$ cat config.mk
export PLATFORM = sky130hd
export DESIGN_NAME = swbp_mac
export DESIGN_NICKNAME = d
export VERILOG_FILES = /design/src/rtl/swbp_pkg.sv /design/src/rtl/swbp_mac.sv
export SDC_FILE = /design/constraint.sdc
export NUM_CORES = 1
export LEC_CHECK = 0
export BUFFER_PORTS_ARGS = -buffer_cell sky130_fd_sc_hd__buf_4
export CAP_MARGIN = 15
export CORE_MARGIN = 1
export CORE_UTILIZATION = 30
export CTS_BUF_LIST = sky130_fd_sc_hd__clkbuf_2 sky130_fd_sc_hd__clkbuf_4 sky130_fd_sc_hd__clkbuf_8
export DETAILED_ROUTE_END_ITERATION = 8
export PLACE_DENSITY = 0.56
export REMOVE_ABC_BUFFERS = 1
export SLEW_MARGIN = 40
export SYNTH_ARGS = -nofsm -noshare
export SYNTH_HDL_FRONTEND = slang
export SYNTH_SLANG_ARGS = --single-unit
$ cat constraint.sdc
create_clock -name clk -period 7.7 [get_ports clk]
set_input_delay 0.385 -clock clk [delete_from_list [all_inputs] [get_ports clk]]
set_output_delay 0.385 -clock clk [all_outputs]
set_load 0.005 [all_outputs]
$ cat src/rtl/swbp_pkg.sv
// Shared widths, field layout and result type for the sliding-window projection core.
package swbp_pkg;

  localparam int MAX_FRAME_DIMS    = 256;
  localparam int MAX_WINDOW_FRAMES = 16;
  localparam int MAX_OFFSET        = 15;
  localparam int MAX_BASIS         = 8;
  localparam int SAMPLE_BITS       = 16;

  localparam int RING_FRAMES = MAX_WINDOW_FRAMES + MAX_OFFSET + 1;
  localparam int WIN_ELEMS   = MAX_WINDOW_FRAMES * MAX_FRAME_DIMS;

  localparam int POS_W   = $clog2(MAX_FRAME_DIMS);
  localparam int SLOT_W  = $clog2(RING_FRAMES);
  localparam int WADDR_W = $clog2(WIN_ELEMS);
  localparam int BIDX_W  = $clog2(MAX_BASIS);
  localparam int FIDX_W  = $clog2(MAX_WINDOW_FRAMES);
  localparam int COEF_W  = 16;
  localparam int PROD_W  = COEF_W + SAMPLE_BITS;
  localparam int ACC_W   = 48;
  localparam int WNUM_W  = 20;
  localparam int SPK_W   = 8;

  // configuration register indexes
  localparam logic [1:0] REG_FRAME_DIMS    = 2'd0;
  localparam logic [1:0] REG_WINDOW_FRAMES = 2'd1;
  localparam logic [1:0] REG_SKIP_FRAMES   = 2'd2;
  localparam logic [1:0] REG_BASIS_COUNT   = 2'd3;

  // action codes
  localparam logic ACT_LOAD     = 1'b0;
  localparam logic ACT_STIMULUS = 1'b1;

  typedef struct packed {
    logic [2:0]        basis_number;
    logic [ACC_W-1:0]  projection;
    logic [SPK_W-1:0]  window_spikes;
    logic [WNUM_W-1:0] window_number;
    logic              last;
  } result_t;

endpackage

$ cat src/rtl/swbp_mac.sv
// Shared multiply-accumulate unit: registered product, then 48-bit wrapping accumulate.
module swbp_mac
  import swbp_pkg::*;
(
  input  logic                          clk,
  input  logic                          rst,
  input  logic                          clr,
  input  logic                          en,
  input  logic signed [COEF_W-1:0]      coef,
  input  logic signed [SAMPLE_BITS-1:0] sample,
  output logic [ACC_W-1:0]              acc
);

  logic signed [PROD_W-1:0] prod;
  logic                     prod_valid;

  always_ff @(posedge clk) begin
    prod <= coef * sample;
  end

  always_ff @(posedge clk) begin
    if (rst) begin
      prod_valid <= 1'b0;
    end else begin
      prod_valid <= en;
    end
  end

  always_ff @(posedge clk) begin
    if (clr) begin
      acc <= '0;
    end else if (prod_valid) begin
      acc <= acc + ACC_W'(prod);
    end
  end

endmodule

# After elaboration in Yosys (flattened, before gate mapping)
# Index checks and enable logic that the tools add are counted.
[classes]
add_sub_neg = 1
n_mul = 1
[ops]
columns = ["operator", "count"]
rows = [
  ["48-bit adder", 1],
  ["16-bit by 16-bit multiplier with 32-bit output", 1],
]
[word_totals]
word_cells = 5
ff_bits = 81
out_inout_bits = 48
inputBits = 36

# Longest topological paths before layout
# Gate-level depths: netlist of the first run.
[depth]
ltp_word = 1
ltp_mapped = 26
mapped_depth_nobuf = 25

# Least setup slack after synthesis of the first run
# Ideal clock, no wire load.
[synth_path]
kind = "in2reg"
start = "input sample[7]"
end = "register prod[30]"
setup_time_ns = 0.123
stages = 24
path_buffers = 1
arrival_ns = 6.210
path_slack_ns = 1.367
required_time_ns = 7.577
path_cell_list = "clkbuf_1 > nand2_1 > fa_1 > inv_1 > fa_1 > inv_1 > fa_1 > inv_1 > fa_1 > fa_1 > inv_1 > fa_1 > inv_1 > ha_1 > a21o_1 > a21o_1 > a211o_1 > a311oi_1 > o31a_1 > o21ai_1 > or4_1 > a31oi_1 > o21ai_1 > xor2_1"
[synth_between]
elab_chain_len = 1
[synth_rtl]
columns = ["item", "line", "rtl"]
rows = [
  ["start, declared", "swbp_mac.sv:10", "input logic signed [SAMPLE_BITS-1:0] sample,"],
  ["16-bit by 16-bit multiplier with 32-bit output", "swbp_mac.sv:18", "prod <= coef * sample;"],
  ["end signal, assigned", "swbp_mac.sv:18", ""],
  ["end, declared", "swbp_mac.sv:14", "logic signed [PROD_W-1:0] prod;"],
]
# No other way between the ends.
# A chain may end at the register's enable or synchronous reset.

# Worst setup path in the final report of the first run
[layout_path]
start = "input coef[11]"
end = "register prod[30]"
[layout_between]
elab_chain_len = 1
[layout_rtl]
columns = ["item", "line", "rtl"]
rows = [
  ["start, declared", "swbp_mac.sv:9", "input logic signed [COEF_W-1:0] coef,"],
  ["16-bit by 16-bit multiplier with 32-bit output", "swbp_mac.sv:18", ""],
]
# No other way between the ends.

==> metrics.txt, run 1 <==
Setup Total Neg Slack=0 ns; clock sink count=81; DP Worst Slack=a little under 1 ns; Reg area=1620 µm²; fraction of registers with async set/reset=0; Hold-fix buffers, CTS=0; Filler cells=5103; # port buffers=83; post-route DRC violation count=0; Worst-Margin Slew=0.776 ns; Setup crit start=coef[11]; fin crit share=0.819; Final Hold Viols=0; Hold Crit Class=in2reg; Final Skew=0.0139 ns; Clock Path Buffers=2; Via Count=11100; Resized Gates After CTS=0; GRT Residual Overflow=0; Yosys reg bits=81; synth top area cells=fa_1 35%, dfxtp_1 11%, ha_1 11%, inv_1 8.4%, and2_1 5.2%; layout overhead on the synthesized area=9.68%; post-DP HPWL=30900 µm; Initial Utilization=0.304; Setup CP Type=in2reg; final setup margin=1.39 ns; antenna violations before repair=0; area of the multi-input gates=between 10000 and 15000 µm²; most frequent cell after synthesis=inv_1; warnings from Yosys=0; r2r worst-path depth=10; critical path data arrival time=6.58 ns; f_max=159 MHz; vias per inst=4.59; ANT cells=0; num rows=81; Slew Viols, Final=0; final worst path period need=6.31 ns; Gate Count Post-Synth=roughly 1700; first-pass GRT wire length=61100 µm; Post-CTS Setup Bufs=0; largest net degree at the start of global routing=55; CP Max Fanout=16; part of the Yosys area used for sequential elements=0.109; Crit. End Element=flop; CP startpoint kind=input pin; endpoints failing setup=0; hold path start=rst; Iter 0 DRT Violations=between 500 and 600; Critical Path RT=7.97 ns; post-route ant nets=0; area leader, netlist=fa_1; Avg Cell Area, Syn=8.75 µm²; RSZ-0062 raised after global routing=false; vias in the first global route=11800; share of the synthesized area in the top cell type=0.353; Root Driver=clkbuf_8; synthesized area=14900 µm²; core area=between 40000 and 50000 µm²; CTS clk-pin slew, worst paths=0.09 ns; synth unique cells=60; total of max-cap violations=0; Total Wirelength=36500 µm; run status=finished clean; CTS tree=yes; die width=225 µm; Die Y-Extent=~220 µm; H-Tree Depth=3; CTS Buf Count=9; Slew HR=0.476; number of flops mapped to enable cells by yosys=0; NumNets Final=2169; GRT Overall Usage=0.151; WL per Instance=15.2 µm; detailed-router iteration count before antenna repair=7; worst r2r src=prod[31]$_DFF_P_; layout cells sized above 1=0.0659; Die ar.=50600 µm²; IO Pins=84; worst hold stages=2; synth cell count leaders=333 x inv_1, 263 x fa_1, 179 x nand2_1, 129 x ha_1, 124 x and2_1; Most used DFF post-synth=dfxtp_1; GPL Wtd Cong=0.865; worst-skew pair later-pin latency=0.38 ns
==> worst max-delay path: stages <==
cell and delay [ns]:
buf_4 0.18, and2_1 0.20, fa_1 0.55, inv_1 0.05, fa_1 0.45, fa_1 0.51, inv_1 0.06, fa_1 0.50
fa_1 0.52, inv_1 0.06, fa_1 0.47, inv_1 0.04, ha_1 0.36, a21o_1 0.18, a21o_1 0.17, a211o_1 0.30
a311oi_1 0.25, o31a_1 0.26, o21ai_1 0.12, or4_1 0.41, a31oi_1 0.26, o21ai_1 0.12, xor2_1 0.15
==> per-layer routing <==
| layer | global-route usage | part of all wire | vias to the layer above |
|---|---|---|---|
| li1 | - | - | 5406 |
| met1 | 0.208 | 0.49 | 5358 |
| met2 | 0.248 | 0.45 | 251 |
| met3 | 0.0217 | 0.045 | 40 |
| met4 | 0.0345 | 0.014 | 0 |
| met5 | 0 | 0 | - |
==> state kept, by name, indices dropped and copies added (netlist names) <==
register,cells
acc,48
prod_valid,1
prod,32
==> final timing paths <==
path	endpoint	slack (ns)
worst max register to register	acc[47]$_SDFFE_PP0P_	4.28
worst min register to register	acc[39]$_SDFFE_PP0P_	0.49
worst max-delay path	prod[30]$_DFF_P_	1.39
worst min-delay path	prod_valid$_SDFF_PP0_	0.16
==> cell families (layout without fill, tap and decap cells) <==
| kind of cell | count (synthesis) | count (layout) | synth area share |
|---|---|---|---|
| AND/OR/NAND/NOR | 483 | 483 | 0.156 |
| buffers and inverters | 391 | 435 | 0.0985 |
| adder cells (fa/ha/maj) | 392 | 392 | 0.462 |
| multiplexers | 28 | 28 | 0.0190 |
| AO/OA/AOI/OAI | 255 | 255 | 0.113 |
| XOR/XNOR | 72 | 72 | 0.0423 |
| flip-flops | 81 | 81 | 0.109 |
==> stage by stage <==
stage               instance area, µm²  hold WS [ns]  utilization  instances
floorplan                        14700         0.454            -       1644
global placement                 16200         0.481        0.330       2394
detailed placement               16200         0.482        0.330       2394
CTS                              16300         0.132        0.334       2410
global route                     16300         0.136        0.334       2410
finish                           16300         0.157        0.334       2410
==> cell usage in the layout, fill, tap and decap left out, types with 3 or more instances in the layout <==
cell        instances
buf_4              86
nand2b_1            8
nor2_1             99
o21bai_1           15
a31oi_1             5
xnor2_1            45
and3_1              7
a21o_1             54
a211oi_1           11
a21oi_1            83
o211ai_1            3
dfxtp_1            80
fa_1              263
o21ai_1             6
clkinvlp_4          3
a21boi_0            4
nor3_1             10
xor2_1             27
o21a_1              7
o311ai_0            3
ha_1              129
or3_1               4
nand3_1            14
and2_1            124
nand4_1            12
o31ai_1             6
o21ai_0            32
nor4b_1             3
inv_1             333
nor4_1              3
mux2i_1            26
clkbuf_8            9
nand2_1           179
nor2b_1             9
==> area by class of cell <==
class	count	share of cell area
Inverter	333	0.0765
Clock inverter	6	0.00314
Clock buffer	10	0.00804
Multi-Input combinational cell	1230	0.723
Sequential cell	81	0.0993
Tap cell	664	0.0508
Timing Repair Buffer	86	0.0395
Power of run 1 is left out: the tool's default activity adds up to more than one toggle a clock period on the data nets, which glitch-free logic cannot reach.
==> run 2, diff against run 1 <==
--- a/config.mk
+++ b/config.mk
@@ -11,7 +11,7 @@
 export CORE_UTILIZATION = 30
 export CTS_BUF_LIST = sky130_fd_sc_hd__clkbuf_2 sky130_fd_sc_hd__clkbuf_4 sky130_fd_sc_hd__clkbuf_8
 export DETAILED_ROUTE_END_ITERATION = 8
-export PLACE_DENSITY = 0.56
+export PLACE_DENSITY = 0.58
 export REMOVE_ABC_BUFFERS = 1
 export SLEW_MARGIN = 40
 export SYNTH_ARGS = -nofsm -noshare
==> constraint.sdc (replaced) <==
create_clock -name clk -period 5.15 [get_ports clk]
set_input_delay 0.2575 -clock clk [delete_from_list [all_inputs] [get_ports clk]]
set_output_delay 0.2575 -clock clk [all_outputs]
set_load 0.005 [all_outputs]
==> run 2 against run 1 <==
Against the previous run: the run now ends with negative setup slack left; sequential cell count unchanged; highest routed layer unchanged; critical endpoint unchanged; cell count grew 7.0%; clock skew decreased by 0.0072 ns; utilization grew 3.8 points; largest cell class unchanged; design area is 11% higher; die area did not move; count of clock-buffer cells in the layout did not move; via count up 8.0%; global-route usage grew 0.73 points; routed wire length increased by 5.0%; non-clock buffer count increased by 169.
==> metrics.txt, run 2 (synthesis results as in run 1) <==
run status=finished, violations left; violated checks=negative setup slack; # port buffers=83 (unchanged); layout overhead on the synthesized area=22.1%; post-route DRC violation count=0 (unchanged); Iter 0 DRT Violations=592 (+3.9%); critical path data arrival time=5.94 ns (-0.64 ns); clock sink count=81 (unchanged); CTS Buf Count=9 (unchanged); CP Max Fanout=8 (-8); CTS tree=yes; post-route ant nets=0 (unchanged); Critical Path RT=5.42 ns (-2.55 ns); antenna violations before repair=0 (unchanged); vias per inst=4.63 (+0.89%); Initial Utilization=0.304 (unchanged); GRT Overall Usage=0.158 (+0.00728); Setup CP Type=in2reg; vias in the first global route=12600 (+6.8%); die width=225 µm (unchanged); most common cell after layout, fill and taps aside=inv_1; worst-skew pair later-pin latency=0.37 ns (about the same); Total Wirelength=38300 µm (+5.0%); max FFs per register=48 (unchanged); total of max-cap violations=0 (unchanged); CP startpoint kind=input pin; f_max=177 MHz; most frequent cells in the layout=316 x inv_1, 246 x fa_1, 215 x buf_4, 175 x nand2_1, 118 x ha_1; RSZ-0062 raised after global routing=true; NumNets Final=2338 (+7.8%); ANT cells=0 (unchanged); endpoints failing setup=7 (+7); CTS clk-pin slew, worst paths=0.09 ns (about the same); Crit. End Element=flop; detailed-router iteration count before antenna repair=7 (unchanged); Worst-Margin Slew=0.756 ns (-0.0201 ns); Die Y-Extent=225 µm (unchanged); placed cells=2550 (+6.5%); WL per Instance=14.9 µm (-1.9%); Final Skew=0.00665 ns (-0.00723 ns); core area=49000 µm² (unchanged); Via Count=11900 (+8.0%); final setup margin=-0.514 ns (-1.91 ns); IO Pins=84 (unchanged); largest net degree at the start of global routing=55 (unchanged); Hold Crit Class=in2reg; Final Hold Viols=0 (unchanged); Root Driver=clkbuf_8; DP Worst Slack=-1.17 ns (-2.14 ns); fin cells=2579 (+7.0%); H-Tree Depth=3 (unchanged); Die ar.=50600 µm² (unchanged); Regs by FF count=acc (48), prod (32), prod_valid (1); Slew Viols, Final=0 (unchanged); GPL Wtd Cong=0.884 (+2.2%); post-DP HPWL=32500 µm (+5.2%); final worst path period need=5.66 ns; first-pass GRT wire length=64600 µm (+5.6%); Clock Path Buffers=2 (unchanged); GRT Residual Overflow=0 (unchanged); Filler cells=4954 (-2.9%); Slew HR=0.489 (+0.0136); most flop-heavy register=acc; fin crit share=1.10; layout cells sized above 1=0.198 (+0.132); num rows=81 (unchanged)
-- run 2: cell types whose count changed in the layout (fill, tap and decap cells not counted), moves of 12 or more --
cell / delta
fa_1: -17
inv_2: +17
buf_6: +28
inv_1: -17
buf_4: +129
and2_4: +17
a21oi_1: -12
fa_2: +17
a21oi_2: +12
and2_1: -17
-- run 2: worst paths after layout --
path | start | to | slack, ns | cells after the start
setup / recovery | coef[11] | prod[30]$_DFF_P_ | -0.51 | 23
hold / removal | en | prod_valid$_SDFF_PP0_ | 0.11 | 2
setup reg to reg | acc[0]$_SDFFE_PP0P_ | acc[46]$_SDFFE_PP0P_ | 1.77 | 13
hold reg to reg | acc[45]$_SDFFE_PP0P_ | acc[45]$_SDFFE_PP0P_ | 0.48 | 2
-- run 2: timing repair --
| action | CTS | global route |
|---|---|---|
| endpoints found under the hold margin | 1 | 0 |
| buffers inserted | 4 | 8 |
| resized for setup | 53 | 94 |
| cloned | 0 | 0 |
| pin swaps | 35 | 77 |
| hold buffers | 1 | 0 |
| endpoints found under the setup margin | 11 | 13 |
-- run 2: layer usage --
| layer | share of wire | vias up | global-route usage |
|---|---|---|---|
| li1 | - | 5756 | - |
| met1 | 0.45 | 5912 | 0.206 |
| met2 | 0.48 | 219 | 0.276 |
| met3 | 0.037 | 49 | 0.0153 |
| met4 | 0.027 | 0 | 0.0485 |
| met5 | 0 | - | 0 |
-- run 2: stage by stage --
stage	hold slack [ns]	util	setup TNS (ns)	cell area (µm²)
finish	0.106	0.372	-1.84	18200
global route	0.0837	0.372	-2.91	18200
CTS	0.0787	0.364	-2.01	17800
detailed placement	0.411	0.354	-9.98	17400
global placement	0.409	0.354	-9.32	17400
floorplan	0.327	-	-2.66	14700
-- run 2: area by class of cell --
class / count / area [µm²] / share of cell area
Clock inverter: 6 / 67.6 / 0.00371
Sequential cell: 81 / 1620 / 0.0893
Inverter: 333 / 1250 / 0.0687
Tap cell: 664 / 831 / 0.0457
Multi-Input combinational cell: 1230 / 12200 / 0.668
Clock buffer: 10 / 131 / 0.00722
Timing Repair Buffer: 255 / 2130 / 0.117
-- run 2: worst max-delay path, stage by stage --
cell and delay [ns]:
buf_12 0.12, buf_8 0.13, and2_4 0.16, fa_1 0.50
inv_1 0.05, fa_2 0.53, inv_2 0.04, fa_1 0.53
fa_2 0.45, fa_1 0.49, inv_1 0.05, fa_1 0.49
inv_2 0.05, ha_4 0.22, a21o_1 0.18, a211o_1 0.27
a311oi_1 0.27, o31a_1 0.24, o21ai_2 0.08, or4_4 0.43
a31oi_4 0.20, o21ai_2 0.07, xor2_1 0.13
Power of run 2 is left out for the same reason.
==> run 3, diff against run 2 <==
--- a/config.mk
+++ b/config.mk
@@ -8,10 +8,10 @@
 export BUFFER_PORTS_ARGS = -buffer_cell sky130_fd_sc_hd__buf_4
 export CAP_MARGIN = 15
 export CORE_MARGIN = 1
-export CORE_UTILIZATION = 30
+export CORE_UTILIZATION = 40
 export CTS_BUF_LIST = sky130_fd_sc_hd__clkbuf_2 sky130_fd_sc_hd__clkbuf_4 sky130_fd_sc_hd__clkbuf_8
 export DETAILED_ROUTE_END_ITERATION = 8
-export PLACE_DENSITY = 0.58
+export PLACE_DENSITY = 0.69
 export REMOVE_ABC_BUFFERS = 1
 export SLEW_MARGIN = 40
 export SYNTH_ARGS = -nofsm -noshare
==> run 3 against run 2 <==
Against the previous run: the flow still finishes with violations (negative setup slack); cell count shrank 7.8%; count of clock-buffer cells in the layout is 1 lower; hold slack is essentially flat; utilization increased by 12 points; via count rose by 0.13%; critical endpoint unchanged; highest routed layer unchanged.
==> metrics.txt, run 3 (synthesis results as in run 1) <==
run status=finished, violations left; violated checks=negative setup slack; RSZ-0062 raised after global routing=true; WL per Instance=15.2 µm (+2.6%); GPL Wtd Cong=0.901 (+1.9%); detailed-router iteration count before antenna repair=5 (-2); f_max=178 MHz (+0.72%); post-route ant nets=0 (unchanged); Die ar.=38000 µm² (-25%); CTS clk-pin slew, worst paths=0.09 ns (about the same); largest net degree at the start of global routing=55 (unchanged); worst-skew pair later-pin latency=0.38 ns (about the same); vias in the first global route=12800 (+1.1%); CP cell instances=buf_4 -> and2_1 -> fa_1 -> inv_2 -> fa_1 -> inv_1 -> fa_1 -> fa_1 -> fa_1 -> inv_1 -> fa_1 -> inv_2 -> ha_4 -> a21o_1 -> a21o_1 -> a211o_1 -> a311oi_2 -> o31a_1 -> o21ai_2 -> or4_4 -> a31oi_4 -> o21ai_2 -> xor2_1; Worst-Margin Slew=0.725 ns (-0.0313 ns); GRT Overall Usage=0.198 (+0.0395); ANT cells=0 (unchanged); CTS tree=yes; Final Hold Viols=0 (unchanged); WP depth=23 (unchanged); core area=36600 µm² (-25%); endpoints failing setup=6 (-1); hold path endpoint=prod_valid$_SDFF_PP0_; CP Buf/Inv Count=5 (-1); Via Count=12000 (+0.13%); worst r2r src=acc[0]$_SDFFE_PP0P_; cell family with most CP delay=adder cells; r2r worst-path depth=13 (unchanged); most common cell after layout, fill and taps aside=inv_1; Hold WS=0.106 ns (+0.000484 ns); final setup margin=-0.473 ns (+0.0405 ns); fin crit share=1.09 (-0.00787); NumNets Final=2334 (-0.17%); Clock Path Buffers=2 (unchanged); Final Util=0.489 (+0.117); Slew HR=0.516 (+0.0268); most frequent cells in the layout=320 x inv_1, 250 x fa_1, 214 x buf_4, 173 x nand2_1, 117 x ha_1; IO Pins=84 (unchanged); Slew Viols, Final=0 (unchanged); antenna violations before repair=0 (unchanged); GRT Residual Overflow=0 (unchanged); CP dominant cell by count=fa_1; # port buffers=83 (unchanged); CTS Buf Count=9 (unchanged); Root Driver=clkbuf_8; reg2reg setup slack=1.67 ns (-0.10 ns); post-DP HPWL=30900 µm (-5.1%); crit-path max cell delay=0.52 ns (about the same); final worst path period need=5.62 ns (-0.0405 ns); layout overhead on the synthesized area=20.1%; CP Max Fanout=2 (-6); Hold Crit Class=in2reg; Final Skew=0.0104 ns (+0.00377 ns); worst r2r dst=acc[30]$_SDFFE_PP0P_; H-Tree Depth=3 (unchanged); Iter 0 DRT Violations=508 (-14%); Regs by FF count=acc (48), prod (32), prod_valid (1); first-pass GRT wire length=61500 µm (-4.8%); layout cells sized above 1=0.190 (-0.00796); worst hold stages=2 (unchanged); CP startpoint kind=input pin; Critical Path RT=5.43 ns (about the same); post-route DRC violation count=0 (unchanged); max FFs per register=48 (unchanged); Die Y-Extent=195 µm (-13%); Initial Utilization=0.407 (+0.103); critical path data arrival time=5.90 ns (-0.04 ns); Setup CP Type=in2reg; total of max-cap violations=0 (unchanged); CP max stage cell=fa_1; clock sink count=81 (unchanged); vias per inst=5.02 (+8.6%); most flop-heavy register=acc; DP Worst Slack=-1.18 ns (-0.00260 ns); Total Wirelength=36300 µm (-5.4%); Crit. End Element=flop; num rows=70 (-14%); hold path start=en; die width=195 µm (-13%)
[run 3: cell type report]
class	count	area, µm²
Sequential cell	81	1620
Inverter	333	1250
Clock inverter	7	83.8
Fill cell	3460	18700
Tap cell	468	586
Timing Repair Buffer	251	2040
Clock buffer	9	124
Multi-Input combinational cell	1230	12200
[run 3: per-stage QoR]
step	instances	TNS (ns)	cell area, µm²
3_5_place_dp	2353	-9.55	17100
2_1_floorplan	1644	-2.66	14700
4_1_cts	2376	-1.58	17600
3_3_place_gp	2353	-8.23	17100
5_1_grt	2379	-2.93	17900
6_report	2379	-1.70	17900
[run 3: worst max path at each step]
stage / startpoint / end
after floorplan: coef[11] / prod[30]$_DFF_P_
after global placement: coef[11] / prod[30]$_DFF_P_
after detailed placement: coef[11] / prod[30]$_DFF_P_
after CTS: sample[4] / prod[30]$_DFF_P_
after global routing: sample[4] / prod[30]$_DFF_P_
final: sample[11] / prod[30]$_DFF_P_
[run 3: timing repair]
item,CTS,global route
hold endpoints to repair,1,0
gates resized for setup,64,65
setup buffers,6,3
pin swaps,27,27
hold buffers,1,0
endpoints found under the setup margin,11,12
[run 3: routing by layer]
| metal | track usage | share of wire |
|---|---|---|
| met5 | 0 | 0 |
| met1 | 0.249 | 0.44 |
| met4 | 0.0621 | 0.026 |
| met3 | 0.0209 | 0.038 |
| met2 | 0.354 | 0.49 |
Power of run 3 is left out for the same reason.
